`config.mk`:
```
export PLATFORM = sky130hd
export DESIGN_NAME = lrupr_engine
export DESIGN_NICKNAME = d
export VERILOG_FILES = /design/src/rtl/core/lrupr_pkg.sv /design/src/rtl/core/lrupr_ram.sv /design/src/rtl/core/lrupr_engine.sv
export SDC_FILE = /design/constraint.sdc
export NUM_CORES = 1
export LEC_CHECK = 0
export ABC_CLOCK_PERIOD_IN_PS = 5000
export BUFFER_PORTS_ARGS = -buffer_cell sky130_fd_sc_hd__buf_2
export CORE_MARGIN = 2
export CORE_UTILIZATION = 35
export CTS_CLUSTER_SIZE = 40
export DETAILED_ROUTE_END_ITERATION = 7
export PLACE_DENSITY_LB_ADDON = 0.08
export SYNTH_ARGS = -nofsm -noshare
export SYNTH_HDL_FRONTEND = slang
export SYNTH_SLANG_ARGS = --single-unit
```
`constraint.sdc`:
```
create_clock -name clk -period 5 [get_ports clk]
set_input_delay 0.25 -clock clk [delete_from_list [all_inputs] [get_ports clk]]
set_output_delay 0.25 -clock clk [all_outputs]
set_load 0.02 [all_outputs]
```
`src/rtl/core/lrupr_pkg.sv`:
```
// ----------------------------------------------------------------------------
// LRU page replacement: shared package
// Default sizes, fixed field widths, engine states and status structs.
// ----------------------------------------------------------------------------
`default_nettype none

package lrupr_pkg;

	localparam int DEF_MAX_FRAME_SLOTS = 16;
	localparam int DEF_PAGE_BITS       = 16;
	localparam int DEF_STAMP_BITS      = 32;

	localparam int CFG_BITS      = 5;
	localparam int SLOT_OUT_BITS = 4;
	localparam int TOTAL_BITS    = 32;

	localparam logic [CFG_BITS-1:0] FRAMES_RESET = CFG_BITS'(4);

	typedef enum logic [2:0] {
		ST_IDLE,
		ST_SCAN,
		ST_DRAIN,
		ST_WRITE,
		ST_DONE
	} eng_state_t;

	typedef struct packed {
		logic                      clear;
		logic [CFG_BITS-1:0]       frames;
	} cfg_ctl_t;

	typedef struct packed {
		logic                      hit;
		logic [SLOT_OUT_BITS-1:0]  frame_slot;
		logic                      evicted_valid;
		logic [TOTAL_BITS-1:0]     fault_total;
		logic [TOTAL_BITS-1:0]     hit_total;
	} res_status_t;

endpackage

`default_nettype wire

```
`src/rtl/core/lrupr_ram.sv`:
```
// ----------------------------------------------------------------------------
// LRU page replacement: generic RAM
// One write port, one read port, registered read data.
// ----------------------------------------------------------------------------
`default_nettype none

module lrupr_ram #(
	parameter int WIDTH = 8,
	parameter int DEPTH = 16
) (
	input  wire logic                                   clk,
	input  wire logic                                   wr_en,
	input  wire logic [(DEPTH > 1 ? $clog2(DEPTH) : 1)-1:0] wr_addr,
	input  wire logic [WIDTH-1:0]                       wr_data,
	input  wire logic                                   rd_en,
	input  wire logic [(DEPTH > 1 ? $clog2(DEPTH) : 1)-1:0] rd_addr,
	output      logic [WIDTH-1:0]                       rd_data
);

	logic [WIDTH-1:0] mem_q [DEPTH];

	always_ff @(posedge clk) begin
		if (wr_en) begin
			mem_q[wr_addr] <= wr_data;
		end
		if (rd_en) begin
			rd_data <= mem_q[rd_addr];
		end
	end

endmodule

`default_nettype wire

```
`src/rtl/core/lrupr_engine.sv`:
```
// ----------------------------------------------------------------------------
// LRU page replacement: lookup engine
// Scans the frame memory for a hit and the least-recent frame, writes back.
// ----------------------------------------------------------------------------
`default_nettype none

module lrupr_engine import lrupr_pkg::*; #(
	parameter int MAX_FRAME_SLOTS = DEF_MAX_FRAME_SLOTS,
	parameter int PAGE_BITS       = DEF_PAGE_BITS,
	parameter int STAMP_BITS      = DEF_STAMP_BITS
) (
	input  wire logic                 clk,
	input  wire logic                 arst_n,
	input  wire cfg_ctl_t             cfg_ctl,
	input  wire logic                 req_valid,
	input  wire logic [PAGE_BITS-1:0] req_page,
	output      logic                 req_ready,
	output      logic                 res_valid,
	input  wire logic                 res_take,
	output      res_status_t          res_status,
	output      logic [PAGE_BITS-1:0] res_ev_page
);

	localparam int SLOT_BITS  = (MAX_FRAME_SLOTS > 1) ? $clog2(MAX_FRAME_SLOTS) : 1;
	localparam int CNT_BITS   = $clog2(MAX_FRAME_SLOTS + 1);
	localparam int ENTRY_BITS = PAGE_BITS + STAMP_BITS;

	eng_state_t state_q, state_d;

	logic [CNT_BITS-1:0]        n_active;
	logic                       rd_en, wr_en, last_rd;
	logic [ENTRY_BITS-1:0]      rd_data;
	logic [SLOT_BITS-1:0]       sel_slot;

	logic [PAGE_BITS-1:0]       page_q;
	logic [STAMP_BITS-1:0]      stamp_q;
	logic [SLOT_BITS-1:0]       rd_idx_q;
	logic                       rd_vld_s1;
	logic [SLOT_BITS-1:0]       idx_s1;
	logic                       found_q;
	logic [SLOT_BITS-1:0]       found_slot_q;
	logic                       best_valid_q;
	logic [SLOT_BITS-1:0]       best_slot_q;
	logic [STAMP_BITS-1:0]      best_stamp_q;
	logic [PAGE_BITS-1:0]       best_page_q;
	logic [MAX_FRAME_SLOTS-1:0] frame_valid_q;
	logic [TOTAL_BITS-1:0]      fault_q, hit_q, fault_next, hit_next;
	res_status_t                status_q;
	logic [PAGE_BITS-1:0]       ev_page_q;

	logic                       ent_valid, ent_match, evict;
	logic [PAGE_BITS-1:0]       ent_page;
	logic [STAMP_BITS-1:0]      ent_stamp;

	always_comb begin
		if (cfg_ctl.frames == '0) begin
			n_active = CNT_BITS'(1);
		end else if (int'(cfg_ctl.frames) > MAX_FRAME_SLOTS) begin
			n_active = CNT_BITS'(MAX_FRAME_SLOTS);
		end else begin
			n_active = CNT_BITS'(cfg_ctl.frames);
		end
	end

	assign last_rd   = (CNT_BITS'(rd_idx_q) + CNT_BITS'(1)) == n_active;
	assign ent_valid = frame_valid_q[idx_s1];
	assign ent_page  = rd_data[ENTRY_BITS-1 -: PAGE_BITS];
	assign ent_stamp = ent_valid ? rd_data[STAMP_BITS-1:0] : '0;
	assign ent_match = ent_valid && (ent_page == page_q);
	assign sel_slot  = found_q ? found_slot_q : best_slot_q;
	assign evict     = !found_q && best_valid_q;

	always_comb begin
		fault_next = fault_q;
		hit_next   = hit_q;
		if (found_q) begin
			if (hit_q != '1) begin
				hit_next = hit_q + TOTAL_BITS'(1);
			end
		end else begin
			if (fault_q != '1) begin
				fault_next = fault_q + TOTAL_BITS'(1);
			end
		end
	end

	always_comb begin
		state_d = state_q;
		case (state_q)
			ST_IDLE:  if (req_valid) state_d = ST_SCAN;
			ST_SCAN:  if (last_rd) state_d = ST_DRAIN;
			ST_DRAIN: state_d = ST_WRITE;
			ST_WRITE: state_d = ST_DONE;
			ST_DONE:  if (res_take) state_d = ST_IDLE;
			default:  state_d = ST_IDLE;
		endcase
	end

	always_comb begin
		req_ready = 1'b0;
		rd_en     = 1'b0;
		wr_en     = 1'b0;
		res_valid = 1'b0;
		case (state_q)
			ST_IDLE:  req_ready = 1'b1;
			ST_SCAN:  rd_en     = 1'b1;
			ST_WRITE: wr_en     = 1'b1;
			ST_DONE:  res_valid = 1'b1;
			default:  req_ready = 1'b0;
		endcase
	end

	lrupr_ram #(
		.WIDTH (ENTRY_BITS),
		.DEPTH (MAX_FRAME_SLOTS)
	) u_frame_ram (
		.clk     (clk),
		.wr_en   (wr_en),
		.wr_addr (sel_slot),
		.wr_data ({page_q, stamp_q}),
		.rd_en   (rd_en),
		.rd_addr (rd_idx_q),
		.rd_data (rd_data)
	);

	always_ff @(posedge clk or negedge arst_n) begin
		if (!arst_n) begin
			state_q       <= ST_IDLE;
			rd_vld_s1     <= 1'b0;
			frame_valid_q <= '0;
			stamp_q       <= '0;
			fault_q       <= '0;
			hit_q         <= '0;
		end else begin
			state_q   <= state_d;
			rd_vld_s1 <= rd_en;
			if (req_valid && req_ready && (stamp_q != '1)) begin
				stamp_q <= stamp_q + STAMP_BITS'(1);
			end
			if (wr_en) begin
				fault_q <= fault_next;
				hit_q   <= hit_next;
			end
			if (cfg_ctl.clear) begin
				frame_valid_q <= '0;
			end else if (wr_en) begin
				frame_valid_q[sel_slot] <= 1'b1;
			end
		end
	end

	always_ff @(posedge clk) begin
		if (req_valid && req_ready) begin
			page_q   <= req_page;
			rd_idx_q <= '0;
			found_q  <= 1'b0;
		end
		if (rd_en) begin
			rd_idx_q <= rd_idx_q + SLOT_BITS'(1);
			idx_s1   <= rd_idx_q;
		end
		if (rd_vld_s1) begin
			if (ent_match && !found_q) begin
				found_q      <= 1'b1;
				found_slot_q <= idx_s1;
			end
			if ((idx_s1 == '0) || (ent_stamp < best_stamp_q)) begin
				best_valid_q <= ent_valid;
				best_slot_q  <= idx_s1;
				best_stamp_q <= ent_stamp;
				best_page_q  <= ent_page;
			end
		end
		if (wr_en) begin
			status_q.hit           <= found_q;
			status_q.frame_slot    <= SLOT_OUT_BITS'(sel_slot);
			status_q.evicted_valid <= evict;
			status_q.fault_total   <= fault_next;
			status_q.hit_total     <= hit_next;
			ev_page_q              <= evict ? best_page_q : '0;
		end
	end

	assign res_status  = status_q;
	assign res_ev_page = ev_page_q;

endmodule

`default_nettype wire

```
==> flow_results.xml <==
<?xml version="1.0" encoding="UTF-8"?>
<metrics>
  <group name="drt">
    <metric name="drt_pre_antenna_iters" unit="">7</metric>
    <metric name="route.final.wire_length" unit="um">103000</metric>
    <metric name="detailedRoute.firstIterationViolations" unit="">1899</metric>
    <metric name="route.vias.total" unit="">20906</metric>
    <metric name="detail_route.drc_violations" unit="">0</metric>
    <metric name="vias_per_cell" unit="">5.03</metric>
    <metric name="detail_route.wl_per_cell" unit="um">24.8</metric>
    <metric name="antenna_left" unit="">0</metric>
  </group>
  <group name="sta">
    <metric name="hold_violations" unit="">0</metric>
    <metric name="max_slew.worst_pin.slew" unit="ns">1.15</metric>
    <metric name="grt_setup_unrepaired" unit="">no</metric>
    <metric name="fmax" unit="MHz">218</metric>
    <metric name="totalNegativeSetupSlack" unit="ns">0</metric>
    <metric name="finalCritPeriodShare" unit="%">91.6</metric>
    <metric name="finClkSkew" unit="ns">0.0323</metric>
    <metric name="final-max-slew-violation-count" unit="">0</metric>
    <metric name="finalCriticalPeriod" unit="ns">4.58</metric>
    <metric name="max_slew_margin" unit="%">23.0</metric>
    <metric name="setup_failing_eps_final" unit="">0</metric>
  </group>
  <group name="final_layout">
    <metric name="layout.filler_cells" unit="">10859</metric>
    <metric name="finish.net_count" unit="">2486</metric>
    <metric name="area_growth_syn_to_layout" unit="%">16.3</metric>
    <metric name="multiInputGateArea" unit="um2">10400</metric>
    <metric name="antenna-diode-count" unit="">0</metric>
    <metric name="drive_above_1_share" unit="%">24.8</metric>
    <metric name="final-seq-area" unit="um2">32400</metric>
    <metric name="layout.cell_area.non_filler" unit="um2">50300</metric>
  </group>
  <group name="cts">
    <metric name="cts.repair_timing.setup_buffer_count" unit="">0</metric>
    <metric name="cts.htree.levels" unit="">3</metric>
    <metric name="clock_latency" unit="ns">0.70</metric>
    <metric name="tritoncts_clock_tree" unit="">done</metric>
    <metric name="tritoncts_num_sinks" unit="">1100</metric>
    <metric name="clkSlewWorstSetupHoldPaths" unit="ns">0.06</metric>
    <metric name="clockRootBuffer" unit="">clkbuf_16</metric>
    <metric name="clock_path_buffers" unit="">3</metric>
    <metric name="post_cts_resized" unit="">0</metric>
    <metric name="post_cts_hold_fix_bufs" unit="">21</metric>
    <metric name="tritoncts.num_buffers" unit="">119</metric>
  </group>
  <group name="pwr">
    <metric name="vdd_ir_drop_max" unit="V">0.000360</metric>
    <metric name="p_per_area" unit="nW/um2">489</metric>
    <metric name="power_leakage" unit="nW">18.1</metric>
  </group>
  <group name="critical_path">
    <metric name="critPathTopFamily" unit="">multiplexers</metric>
    <metric name="criticalPathCategory" unit="">flop to flop</metric>
    <metric name="crit_fanout" unit="">49</metric>
    <metric name="critPathLaunchType" unit="">flop</metric>
    <metric name="worstPathCellList" unit="">mux4_2 &gt; mux4_2 &gt; and2_1 &gt; ha_1 &gt; a21o_1 &gt; a21o_1 &gt; a2111oi_0 &gt; nor4_1 &gt; nor3_1 &gt; a21bo_2 &gt; buf_12</metric>
    <metric name="critPathArrivalTime" unit="ns">4.94</metric>
    <metric name="buffers_plus_inverters_on_the_worst_setup_path" unit="">1</metric>
    <metric name="slowest_library_cell_on_the_worst_path" unit="">mux4_2</metric>
    <metric name="setup.worst_path.end_class" unit="">flop</metric>
    <metric name="cpPeakStageDelay" unit="ns">0.76</metric>
    <metric name="cp_data_required_time" unit="ns">5.37</metric>
  </group>
  <group name="floorplanning">
    <metric name="die_w" unit="um">355</metric>
    <metric name="io_pins" unit="">114</metric>
    <metric name="rows" unit="">128</metric>
    <metric name="fp.coreArea" unit="um2">122000</metric>
    <metric name="die-area" unit="um2">126000</metric>
    <metric name="initial_utilization" unit="%">35.4</metric>
    <metric name="fp.dieH" unit="um">355</metric>
  </group>
  <group name="grt">
    <metric name="grt_remaining_overflow" unit="">0</metric>
    <metric name="pin_count_of_the_biggest_net_entering_global_routing" unit="">85</metric>
    <metric name="wire_length_of_the_first_global_routing_pass" unit="um">153000</metric>
    <metric name="globalRouteTotalUtil" unit="%">16.5</metric>
    <metric name="first_global_vias" unit="">22106</metric>
    <metric name="grt_antenna_before_repair" unit="">8</metric>
  </group>
  <group name="logic_synthesis">
    <metric name="ys_ff_latch" unit="">1100</metric>
    <metric name="post_synth_arst_share" unit="%">10.5</metric>
    <metric name="synth-edff-count" unit="">983</metric>
    <metric name="ys_types" unit="">66</metric>
    <metric name="netlist_instances" unit="">2200</metric>
    <metric name="synth_nets" unit="">2261</metric>
    <metric name="postSynth.topFlopCell" unit="">edfxtp_1</metric>
    <metric name="synth.avg_cell_area" unit="um2">19.7</metric>
    <metric name="post_synth_instance_area" unit="um2">43200</metric>
    <metric name="synth_warnings" unit="">0</metric>
    <metric name="fraction_of_the_yosys_area_taken_by_sequential_cells" unit="%">75.0</metric>
  </group>
  <group name="run">
    <metric name="maxCapViolCount" unit="">0</metric>
  </group>
  <group name="placed_design">
    <metric name="place.port_buffers" unit="">113</metric>
    <metric name="final_wtd_congestion" unit="">0.774</metric>
    <metric name="hpwl" unit="um">57900</metric>
    <metric name="dpl_cell_area" unit="um2">46200</metric>
  </group>
  <group name="worst_hold_path">
    <metric name="hold_path_class" unit="">input port to flop</metric>
  </group>
  <group name="status">
    <metric name="outcome" unit="">complete, no violations</metric>
  </group>
</metrics>
==> cell families after synthesis <==
group           after synthesis  share of synthesized area (%)
compound gates               49                          0.767
xor+xnor                    170                           3.44
fa+ha+maj                    35                           1.01
buf+inv                     133                           1.26
flops                      1100                           75.0
mux                         253                           13.0
simple gates                460                           5.53
==> registers in the layout, summed over array words and instances, names as in the netlist, 16 cells and up <==
register             cells
frame_valid_q           16
hit_q                   32
res_ev_page             16
best_page_q             16
stamp_q                 32
best_stamp_q            32
res_status              70
u_frame_ram.mem_q      768
page_q                  16
fault_q                 32
u_frame_ram.rd_data     48
==> synthesized netlist by cell type, types with 12 or more instances <==
| cell type | number | area, um2 |
|---|---|---|
| nor4_1 | 16 | 100 |
| buf_2 | 24 | 120 |
| clkbuf_1 | 47 | 176 |
| inv_1 | 48 | 180 |
| nand4_1 | 40 | 250 |
| xnor2_1 | 85 | 744 |
| and2_1 | 51 | 319 |
| dfrtp_1 | 116 | 2900 |
| and3_1 | 12 | 75.1 |
| ha_1 | 35 | 438 |
| mux4_2 | 245 | 5520 |
| nor2_1 | 127 | 477 |
| nand2_1 | 87 | 327 |
| edfxtp_1 | 983 | 29500 |
| xor2_1 | 85 | 744 |
| nand3_1 | 40 | 200 |
| nor3_1 | 33 | 165 |
==> worst paths after layout <==
check | from | to | slack [ns] | cells after the start
worst max-delay path | idx_s1[2]$_DFFE_PP_ | best_page_q[0]$_DFFE_PP_ | 0.42 | 11
worst min-delay path | cfg_ctl[1] | state_q[1]$_DFFE_PN0P_ | 0.11 | 5
worst max register to register | idx_s1[2]$_DFFE_PP_ | best_page_q[0]$_DFFE_PP_ | 0.42 | 11
worst min register to register | u_frame_ram.rd_data[36]$_DFFE_PP_ | best_page_q[4]$_DFFE_PP_ | 0.48 | 0
max in group asynchronous | arst_n | stamp_q[11]$_DFFE_PN0P_ | 3.60 | 3
min in group asynchronous | arst_n | hit_q[15]$_DFFE_PN0P_ | 0.16 | 2
==> cell usage in the layout, fill, tap and decap left out, drive strengths merged, types with 2 or more instances in the layout <==
| cell | synthesis | layout |
|---|---|---|
| a2111oi | 2 | 2 |
| a211oi | 2 | 2 |
| a21o | 4 | 4 |
| a21oi | 11 | 11 |
| and2 | 51 | 51 |
| and3 | 12 | 12 |
| and4 | 12 | 12 |
| buf | 34 | 167 |
| bufinv | 0 | 11 |
| clkbuf | 50 | 154 |
| clkinv | 1 | 55 |
| dfrtp | 116 | 116 |
| dlygate4sd3 | 0 | 21 |
| edfxtp | 983 | 983 |
| ha | 35 | 35 |
| inv | 48 | 53 |
| mux2 | 4 | 4 |
| mux2i | 4 | 4 |
| mux4 | 245 | 245 |
| nand2 | 88 | 88 |
| nand2b | 4 | 4 |
| nand3 | 40 | 40 |
| nand4 | 41 | 41 |
| nor2 | 128 | 128 |
| nor2b | 5 | 5 |
| nor3 | 34 | 34 |
| nor3b | 2 | 2 |
| nor4 | 19 | 19 |
| nor4b | 5 | 5 |
| o211ai | 2 | 2 |
| o21ai | 14 | 14 |
| o21bai | 2 | 2 |
| o31a | 2 | 2 |
| or2 | 4 | 4 |
| or3 | 10 | 10 |
| or4 | 2 | 2 |
| xnor2 | 85 | 85 |
| xor2 | 85 | 85 |
==> cell type report <==
class                   count  share of cell area [%]
clock inverters            70                    1.30
clock buffers             154                    6.39
inverters                  49                   0.381
well taps                1625                    4.04
multi-input cells         967                    20.6
flip-flops and latches   1100                    64.5
repair buffers            188                    2.73
==> worst min-delay path, delay by kind of cell <==
| kind | cells | cell delay, ns |
|---|---|---|
| AND/OR/NAND/NOR | 1 | 0.07 |
| AO/OA/AOI/OAI | 2 | 0.18 |
| buffers and inverters | 1 | 0.12 |
| XOR/XNOR | 1 | 0.14 |
==> power by group <==
group / switching (mW) / internal, mW
combinational: 2.47 / 1.95
clock: 3.60 / 5.08
sequential: 0.503 / 11.0
total: 6.57 / 18.0
==> metal layers <==
metal | vias to the layer above | GRT usage (%) | wire [um]
met5 | - | 0 | 0
met4 | 0 | 3.88 | 2090
met3 | 134 | 2.37 | 3860
met2 | 437 | 27.0 | 49900
met1 | 11136 | 23.2 | 47000
li1 | 9199 | - | -
==> stage by stage <==
stage | util, % | worst slack [ns] | cells | power [mW] | hold WS [ns]
final | 41.1 | 0.422 | 4153 | 24.6 | 0.107
after global routing | 41.1 | 0.143 | 4153 | 25.7 | 0.141
after CTS | 41.1 | 0.371 | 4153 | 25.0 | 0.0405
after global placement | 37.8 | 0.543 | 3908 | 16.2 | 0.342
after floorplan | - | 0.617 | 2200 | 14.6 | -0.0456
after detailed placement | 37.8 | 0.399 | 3908 | 16.3 | 0.347
No activity file was read; power rests on OpenSTA's default activity.
